File: src/hw/rtl/stdq_pkg.sv
// Types, constants and helpers shared by the timer queue modules.
package stdq_pkg;

    localparam int unsigned DEPTH = 16;
    localparam int unsigned PTR_W = $clog2(DEPTH);
    localparam int unsigned CNT_W = PTR_W + 1;

    localparam logic [30:0] IDLE_WAIT_RESET = 31'd2000;
    localparam logic [30:0] WAIT_MAX        = {31{1'b1}};

    // Result kinds
    localparam logic [1:0] KIND_ACK     = 2'd0;
    localparam logic [1:0] KIND_EXPIRED = 2'd1;
    localparam logic [1:0] KIND_WAIT    = 2'd2;

    // Add status codes
    localparam logic [1:0] STATUS_OK   = 2'd0;
    localparam logic [1:0] STATUS_WAKE = 2'd1;
    localparam logic [1:0] STATUS_FULL = 2'd2;

    // Input opcodes
    localparam logic OP_ADD  = 1'b0;
    localparam logic OP_TICK = 1'b1;

    typedef struct packed {
        logic [31:0] deadline;
        logic [31:0] id;
        logic [31:0] tag;
    } t_entry;

    typedef struct packed {
        logic [31:0] sum;
        logic        zero;
        logic        msb;
    } t_alu_res;

    // Map a list position to a slot of the circular buffer.
    function automatic logic [PTR_W-1:0] phys(input logic [PTR_W-1:0] head,
                                              input logic [CNT_W-1:0] ofs);
        logic [PTR_W:0] s;
        s = {1'b0, head} + ofs;
        if (s >= (PTR_W+1)'(DEPTH))
            s = s - (PTR_W+1)'(DEPTH);
        return s[PTR_W-1:0];
    endfunction

endpackage

File: src/hw/rtl/stdq_entry_ram.sv
// Timer entry store: one write port, one registered read port.
module stdq_entry_ram (
    input  logic                        i_clk,
    input  logic                        i_we,
    input  logic [stdq_pkg::PTR_W-1:0]  i_waddr,
    input  stdq_pkg::t_entry            i_wdata,
    input  logic [stdq_pkg::PTR_W-1:0]  i_raddr,
    output stdq_pkg::t_entry            o_rdata
);

    stdq_pkg::t_entry r_mem [stdq_pkg::DEPTH];
    stdq_pkg::t_entry r_rdata;

    // Write one slot and register one read per cycle
    always_ff @(posedge i_clk) begin
        if (i_we) begin
            r_mem[i_waddr] <= i_wdata;
        end
        r_rdata <= r_mem[i_raddr];
    end

    assign o_rdata = r_rdata;

endmodule

File: src/hw/rtl/stdq_alu.sv
// Shared 32-bit add/subtract unit with zero and sign flags.
module stdq_alu (
    input  logic [31:0]        i_a,
    input  logic [31:0]        i_b,
    input  logic               i_sub,
    output stdq_pkg::t_alu_res o_res
);

    logic [31:0] w_b;
    logic [31:0] w_sum;

    // Invert and carry in for subtract
    assign w_b   = i_sub ? ~i_b : i_b;
    assign w_sum = i_a + w_b + 32'(i_sub);

    assign o_res.sum  = w_sum;
    assign o_res.zero = (w_sum == 32'd0);
    assign o_res.msb  = w_sum[31];

endmodule

File: src/hw/rtl/sorted_deadline_timer_queue.sv
// Top level: deadline-sorted timer list with millisecond time base.
//
// Commands are taken when start is high and busy is low; results appear for
// one cycle each on o_result_valid and cannot be held off by the receiver.
// An add moves each later entry up one slot in turn and acknowledges
// with wake status when it lands at the head, or with OK status when it
// stops behind an earlier or equal entry; an add to a full list is
// acknowledged the cycle after accept. A tick reports each expired timer
// in turn, then the remaining wait (the idle wait on an empty list).
// The pace is set by the single-read-port entry memory, whose read data
// is registered, and by the one shared subtractor that does every deadline
// compare. The entry memory needs no clearing after reset: only slots below
// the fill count are ever read. The idle wait register is written only while
// busy is low.
module sorted_deadline_timer_queue (
    input  logic        i_clk,
    input  logic        i_rst_n,
    input  logic        start,
    output logic        busy,
    input  logic        i_opcode,
    input  logic [30:0] i_interval_ms,
    input  logic [31:0] i_callback_tag,
    input  logic        i_cfg_valid,
    output logic        o_cfg_ready,
    input  logic [30:0] i_cfg_idle_wait_ms,
    output logic        o_result_valid,
    output logic [1:0]  o_kind,
    output logic [1:0]  o_status,
    output logic [31:0] o_timer_id,
    output logic [31:0] o_expired_tag,
    output logic [30:0] o_wait_ms,
    output logic        o_last
);

    typedef enum logic [2:0] {
        S_IDLE,
        S_INS_RD,
        S_INS_CMP,
        S_EXP_RD,
        S_EXP_CMP,
        S_WAIT
    } t_state;

    t_state                       r_state;
    logic [31:0]                  r_now;
    logic [31:0]                  r_id;
    logic [30:0]                  r_idle_wait;
    logic [stdq_pkg::CNT_W-1:0]   r_count;
    logic [stdq_pkg::PTR_W-1:0]   r_head;
    logic [stdq_pkg::CNT_W-1:0]   r_j;
    logic [31:0]                  r_dl;
    logic [31:0]                  r_tag;

    logic                         r_out_valid;
    logic [1:0]                   r_kind;
    logic [1:0]                   r_status;
    logic [31:0]                  r_timer_id;
    logic [31:0]                  r_expired_tag;
    logic [30:0]                  r_wait_ms;
    logic                         r_last;

    logic                         w_we;
    logic [stdq_pkg::PTR_W-1:0]   w_waddr;
    stdq_pkg::t_entry             w_wdata;
    logic [stdq_pkg::PTR_W-1:0]   w_raddr;
    stdq_pkg::t_entry             w_rdata;
    stdq_pkg::t_entry             w_new;
    logic [31:0]                  w_alu_a;
    logic [31:0]                  w_alu_b;
    logic                         w_alu_sub;
    stdq_pkg::t_alu_res           w_alu;
    logic                         w_later;
    logic                         w_accept;
    logic                         w_full;
    logic [30:0]                  w_wait;

    assign busy        = (r_state != S_IDLE);
    assign o_cfg_ready = (r_state == S_IDLE);
    assign w_accept    = start && !busy;
    assign w_full      = (r_count == stdq_pkg::CNT_W'(stdq_pkg::DEPTH));

    assign w_new.deadline = r_dl;
    assign w_new.id       = r_id;
    assign w_new.tag      = r_tag;

    // Stored entry strictly later than the new deadline
    assign w_later = !w_alu.zero && !w_alu.msb;

    // Clamp the remaining wait to 31 bits and to at least one
    always_comb begin
        if (w_alu.msb)
            w_wait = stdq_pkg::WAIT_MAX;
        else if (w_alu.sum[30:0] == 31'd0)
            w_wait = 31'd1;
        else
            w_wait = w_alu.sum[30:0];
    end

    // Steer the shared unit and the entry memory
    always_comb begin
        w_we      = 1'b0;
        w_waddr   = stdq_pkg::phys(r_head, r_j);
        w_wdata   = w_new;
        w_raddr   = stdq_pkg::phys(r_head, r_j - stdq_pkg::CNT_W'(1));
        w_alu_a   = r_now;
        w_alu_b   = {1'b0, i_interval_ms};
        w_alu_sub = 1'b0;
        unique case (r_state)
            S_IDLE: begin
                w_alu_a   = r_now;
                w_alu_b   = {1'b0, i_interval_ms};
                w_alu_sub = 1'b0;
            end
            S_INS_RD: begin
                w_we = (r_j == '0);
            end
            S_INS_CMP: begin
                w_alu_a   = w_rdata.deadline;
                w_alu_b   = r_dl;
                w_alu_sub = 1'b1;
                w_we      = 1'b1;
                w_wdata   = w_later ? w_rdata : w_new;
            end
            S_EXP_RD: begin
                w_raddr = r_head;
            end
            S_EXP_CMP: begin
                // Hold the head on the read port for the wait report
                w_raddr   = r_head;
                w_alu_a   = r_now;
                w_alu_b   = w_rdata.deadline;
                w_alu_sub = 1'b1;
            end
            S_WAIT: begin
                w_alu_a   = w_rdata.deadline;
                w_alu_b   = r_now;
                w_alu_sub = 1'b1;
            end
            default: begin
                w_we = 1'b0;
            end
        endcase
    end

    stdq_entry_ram u_ram (
        .i_clk   (i_clk),
        .i_we    (w_we),
        .i_waddr (w_waddr),
        .i_wdata (w_wdata),
        .i_raddr (w_raddr),
        .o_rdata (w_rdata)
    );

    stdq_alu u_alu (
        .i_a   (w_alu_a),
        .i_b   (w_alu_b),
        .i_sub (w_alu_sub),
        .o_res (w_alu)
    );

    // Sequencer, list state and result register
    always_ff @(posedge i_clk) begin
        if (!i_rst_n) begin
            r_state     <= S_IDLE;
            r_now       <= '0;
            r_id        <= '0;
            r_idle_wait <= stdq_pkg::IDLE_WAIT_RESET;
            r_count     <= '0;
            r_head      <= '0;
            r_out_valid <= 1'b0;
        end else begin
            r_out_valid   <= 1'b0;
            r_kind        <= stdq_pkg::KIND_ACK;
            r_status      <= stdq_pkg::STATUS_OK;
            r_timer_id    <= '0;
            r_expired_tag <= '0;
            r_wait_ms     <= '0;
            r_last        <= 1'b1;

            if (i_cfg_valid && o_cfg_ready) begin
                r_idle_wait <= i_cfg_idle_wait_ms;
            end

            unique case (r_state)
                S_IDLE: begin
                    if (w_accept) begin
                        if (i_opcode == stdq_pkg::OP_TICK) begin
                            r_now   <= r_now + 32'd1;
                            r_state <= S_EXP_RD;
                        end else if (w_full) begin
                            r_out_valid <= 1'b1;
                            r_status    <= stdq_pkg::STATUS_FULL;
                        end else begin
                            r_dl    <= w_alu.sum;
                            r_tag   <= i_callback_tag;
                            r_id    <= r_id + 32'd1;
                            r_j     <= r_count;
                            r_state <= S_INS_RD;
                        end
                    end
                end
                S_INS_RD: begin
                    if (r_j == '0) begin
                        // New timer lands at the head
                        r_count     <= r_count + stdq_pkg::CNT_W'(1);
                        r_out_valid <= 1'b1;
                        r_status    <= stdq_pkg::STATUS_WAKE;
                        r_timer_id  <= r_id;
                        r_state     <= S_IDLE;
                    end else begin
                        r_state <= S_INS_CMP;
                    end
                end
                S_INS_CMP: begin
                    if (w_later) begin
                        // Shift the later entry up one slot and keep looking
                        r_j     <= r_j - stdq_pkg::CNT_W'(1);
                        r_state <= S_INS_RD;
                    end else begin
                        r_count     <= r_count + stdq_pkg::CNT_W'(1);
                        r_out_valid <= 1'b1;
                        r_status    <= stdq_pkg::STATUS_OK;
                        r_timer_id  <= r_id;
                        r_state     <= S_IDLE;
                    end
                end
                S_EXP_RD: begin
                    if (r_count == '0) begin
                        r_out_valid <= 1'b1;
                        r_kind      <= stdq_pkg::KIND_WAIT;
                        r_wait_ms   <= r_idle_wait;
                        r_state     <= S_IDLE;
                    end else begin
                        r_state <= S_EXP_CMP;
                    end
                end
                S_EXP_CMP: begin
                    if (!w_alu.msb) begin
                        // Head has expired: emit and drop it
                        r_out_valid   <= 1'b1;
                        r_kind        <= stdq_pkg::KIND_EXPIRED;
                        r_timer_id    <= w_rdata.id;
                        r_expired_tag <= w_rdata.tag;
                        r_last        <= 1'b0;
                        r_head        <= stdq_pkg::phys(r_head, stdq_pkg::CNT_W'(1));
                        r_count       <= r_count - stdq_pkg::CNT_W'(1);
                        r_state       <= S_EXP_RD;
                    end else begin
                        r_state <= S_WAIT;
                    end
                end
                S_WAIT: begin
                    r_out_valid <= 1'b1;
                    r_kind      <= stdq_pkg::KIND_WAIT;
                    r_wait_ms   <= w_wait;
                    r_state     <= S_IDLE;
                end
                default: begin
                    r_state <= S_IDLE;
                end
            endcase
        end
    end

    assign o_result_valid = r_out_valid;
    assign o_kind         = r_kind;
    assign o_status       = r_status;
    assign o_timer_id     = r_timer_id;
    assign o_expired_tag  = r_expired_tag;
    assign o_wait_ms      = r_wait_ms;
    assign o_last         = r_last;

endmodule

File: config.mk
export PLATFORM = sky130hd
export DESIGN_NAME = sorted_deadline_timer_queue
export DESIGN_NICKNAME = d
export VERILOG_FILES = /design/src/hw/rtl/stdq_pkg.sv /design/src/hw/rtl/stdq_entry_ram.sv /design/src/hw/rtl/stdq_alu.sv /design/src/hw/rtl/sorted_deadline_timer_queue.sv
export SDC_FILE = /design/constraint.sdc
export NUM_CORES = 2
export LEC_CHECK = 0
export ABC_AREA = 1
export BUFFER_PORTS_ARGS = -buffer_cell sky130_fd_sc_hd__buf_2
export CAP_MARGIN = 0
export CORE_MARGIN = 1.5
export CORE_UTILIZATION = 35
export DETAILED_ROUTE_END_ITERATION = 6
export PLACE_DENSITY = 0.51
export SYNTH_ARGS = -nofsm -noshare
export SYNTH_HDL_FRONTEND = slang
export SYNTH_SLANG_ARGS = --single-unit
export TNS_END_PERCENT = 50
File: constraint.sdc
create_clock -name i_clk -period 9.58 [get_ports i_clk]
set_input_delay 0.958 -clock i_clk [delete_from_list [all_inputs] [get_ports i_clk]]
set_output_delay 0.958 -clock i_clk [all_outputs]
set_load 0.02 [all_outputs]
==> impl_results.md <==
* CP top delay family: simple AND/OR/NAND/NOR gates
* Die area at around 220000 um^2
* Slowest CP cell: inv_4
* Simple-gate share of the synthesized area at 10.30%
* Main combinational cell family by area after synthesis: compound AO/OA/AOI/OAI gates
* Max incr delay on CP at 0.71 ns
* WP data arrival at a little under 8 ns
* WL/cell at 24.10 um
* Req. time, crit path at 10.08 ns
* Vias in the first global route at 49350
* Max Fanout on Critical Path at 63
* RSZ-0062 raised after global routing: no
* Post-synth top area cell: edfxtp_1
* Mapped Avg Cell Area at between 10 and 15 um^2
* Post-route ant nets at 0
* Clk_lat worst skew at 0.86 ns
* Drt total wl at 229.1 mm
* TNS Setup at 0 ns
* Cell row count at between 150 and 200
* Register-to-Register Path Depth at 19
* Critical path startpoint category: flip-flop
* Predominant post-synthesis flop cell: edfxtp_1
* Number of enable flip-flop cells after synthesis at 1705
* Crit path kind: reg -> reg
* Fin crit period at 7.308 ns
* Final std cells w/o fill at 9507
* Post-route cell area at 87490 um^2
* Initial Utilization at 35.32%
* #FFs+latches synth at 1909
* Setup-failing EPs final at 0
* Global route total overflow at 0
* Hold EP: r_tag[5]
* Final hold vios at 0
* Post-synthesis instance total at 6372
* Synth unique cells at 52
* Mapped Area at 76850 um^2
* Fmax at 136.8 MHz
* Syn nets at 6518
* Synth Area in XOR/XNOR at 0.3647%
* Worst IR Drop VDD at 0.0001733 V
* P&R area growth vs syn at 13.85%
* Hold Startpoint: i_callback_tag[5]
* Htree depth at 4
* Most frequent CP cell: o21bai_1
* Hpwl dp at 118.4 mm
* Yosys Warn Count at 0
* Longest Clk Path Bufs at 3
* Initial DRC count at 5147
* Die Wd at 471.6 um
* Leakage power at 29.49 nW
* Adder-cell area share of the yosys netlist at 0.8043%
* Status: finished clean
* Slew Viols, Final at 0
* PwrDens at 252.2 nW/um^2
* Core Area at 217600 um^2
* Post-synthesis mux area share at 0%
* Port Buffers at roughly 200
* Worst reg2reg setup slack at roughly 2.3 ns
* Most frequent cell after synthesis: edfxtp_1
* Async SR Flop Fraction at 0%
* Launching point of the worst reg2reg path: r_state[0]
* Cells along the critical path: nor2_4 > nand2_2 > nand2_4 > o21ai_0 > ha_1 > inv_1 > o21bai_1 > o21bai_1 > o21bai_1 > a21oi_1 > a21oi_2 > o21bai_1 > nand2_2 > clkinv_2 > nand3_4 > inv_4 > buf_4 > nand2_1 > o21ai_1
* Largest net degree at the start of global routing at 214
* Rel. slew slack at 8.195%
* Maxcap violations at 0
* Clock-pin transition on the worst setup and hold timing paths at roughly 0.06 ns
* CTS tree: done
* Die height at 471.6 um
* CTS Hold Bufs at 0
* Fin nets at between 6000 and 7000
* Hold crit path type: in -> reg
* Setup Fix Bufs, Post-CTS at 0
* Drt via density at between 5 and 6
* Initial antenna violation count at 12
* Placer Congestion at 0.8933
* CTS sink cnt at 1909
* Final period util at 76.29%
* Num CTS Buffers at ~200
* Global-route wire length before repair at 334.2 mm
* Max Clock Skew at 0.03311 ns
* Ports at 202
* GRT Overall Usage at 20.13%
* Layout cells sized above 1 at 9.758%
* Pre-antenna DRT Iters at 5
* Post-CTS resize count at 0
* RR Endpoint: u_ram.r_mem[12][74]
* Synth top area share at 66.63%
* Dpl cell area at 80890 um^2
* Min-Delay Path Depth at 1
* CTS root buf: clkbuf_16
* CP Capture Type: flip-flop
* Finished Core Util at 40.21%
* DRC violations left at 0
* Vias at 51170
* Most instantiated cells after synthesis: 1705 x edfxtp_1, 1109 x o21ai_0, 1034 x nor2_1, 598 x nand2_1, 315 x clkbuf_1
* CP bufs+invs at 4
* Fraction of the mapped netlist area in compound gates at between 10% and 20%
* Placed Cells at 9128
* Least-Margin Pin Slew at 1.368 ns
* Seq/Total Area, Yosys at 71.94%
* Synth top area cells: edfxtp_1 67%, o21ai_0 7.2%, dfxtp_1 5.3%
==> layer usage <==
metal / GRT usage (%) / share of wire [%]
met1: 28.15 / 45
met2: 32.26 / 46
met3: 3.476 / 6.7
met4: 5.453 / 2.3
met5: 0 / 0.013
==> power by group <==
group	switching (W)	leakage [nW]	total, W	internal, W
clock network	0.00326	3.21	0.00772	0.00446
registers	0.000259	17.3	0.0100	0.00977
logic	0.00322	8.98	0.00432	0.00110
==> final cells by class <==
| cell class | count | area (um^2) |
|---|---|---|
| fill | 20490 | 130100 |
| sequential | 1909 | 55280 |
| multi-input combinational | 3753 | 18950 |
| clock buffer | 306 | 5907 |
| tap | 2854 | 3571 |
| timing repair buffer | 296 | 1869 |
| inverter | 317 | 1226 |
| clock inverter | 70 | 676.9 |
| antenna | 2 | 5.005 |
==> cells by family (layout without fill, tap and decap cells) <==
group,count (synthesis),count (layout)
compound gates,1728,1728
fa+ha+maj,47,47
other cells,0,2
simple gates,1946,1946
xor+xnor,32,32
buf+inv,710,989
flops,1909,1909
==> flip-flops by register name, summed over array words and instances, names as in the netlist, 4 cells and up <==
name,count
r_idle_wait,31
u_ram.o_rdata,96
o_wait_ms,31
r_count,5
r_head,4
r_now,32
u_ram.r_mem,1536
o_timer_id,32
r_id,32
r_tag,32
r_j,5
o_expired_tag,32
r_dl,32
==> layout by cell type (no fill, tap or decap), drive strengths merged, types with 2 or more instances in the layout <==
cell       n
nor2    1039
nand2    613
nor4      10
nor3      53
nand3    199
o21ai   1184
xnor2      4
o21a       3
xor2      28
a21oi    109
fa         4
nand4     18
o22ai    124
diode      2
ha        43
o211ai     6
a221oi     4
a31oi      5
inv      316
o21bai     9
edfxtp  1705
a21boi     2
dfxtp    204
bufinv     8
nand3b     9
o221ai   279
clkbuf   307
clkinv    62
nor3b      4
buf      295
==> worst max-delay path by stage <==
stage / cells past startpoint / to / startpoint
2_1_floorplan: 5 / u_ram.r_mem[0][0] / r_j[0]
3_3_place_gp: 21 / u_ram.r_mem[13][73] / r_state[2]
3_5_place_dp: 21 / u_ram.r_mem[15][74] / r_state[2]
4_1_cts: 21 / u_ram.r_mem[13][51] / r_state[0]
5_1_grt: 22 / u_ram.r_mem[12][51] / r_state[2]
6_report: 19 / u_ram.r_mem[12][74] / r_state[0]
==> worst register-to-register path, cell delays in order (launching register included) <==
cell and delay, ns:
dfxtp_1 0.63, nor2_4 0.07, nand2_2 0.68, nand2_4 0.58, o21ai_0 0.42, ha_1 0.34, inv_1 0.11, o21bai_1 0.09
o21bai_1 0.18, o21bai_1 0.19, a21oi_1 0.32, a21oi_2 0.11, o21bai_1 0.16, nand2_2 0.35, clkinv_2 0.22, nand3_4 0.33
inv_4 0.72, buf_4 0.74, nand2_1 0.12, o21ai_1 0.59
==> metrics by stage <==
stage	total power, W	worst slack (ns)	hold slack [ns]
after global placement	0.01448	2.468	0.4363
after CTS	0.02225	2.300	0.2005
after detailed placement	0.01451	2.360	0.4416
after floorplan	0.01287	3.669	0.4245
after global routing	0.02304	1.638	0.2348
final	0.02207	2.272	0.2798
No activity file was read; power rests on OpenSTA's default activity.
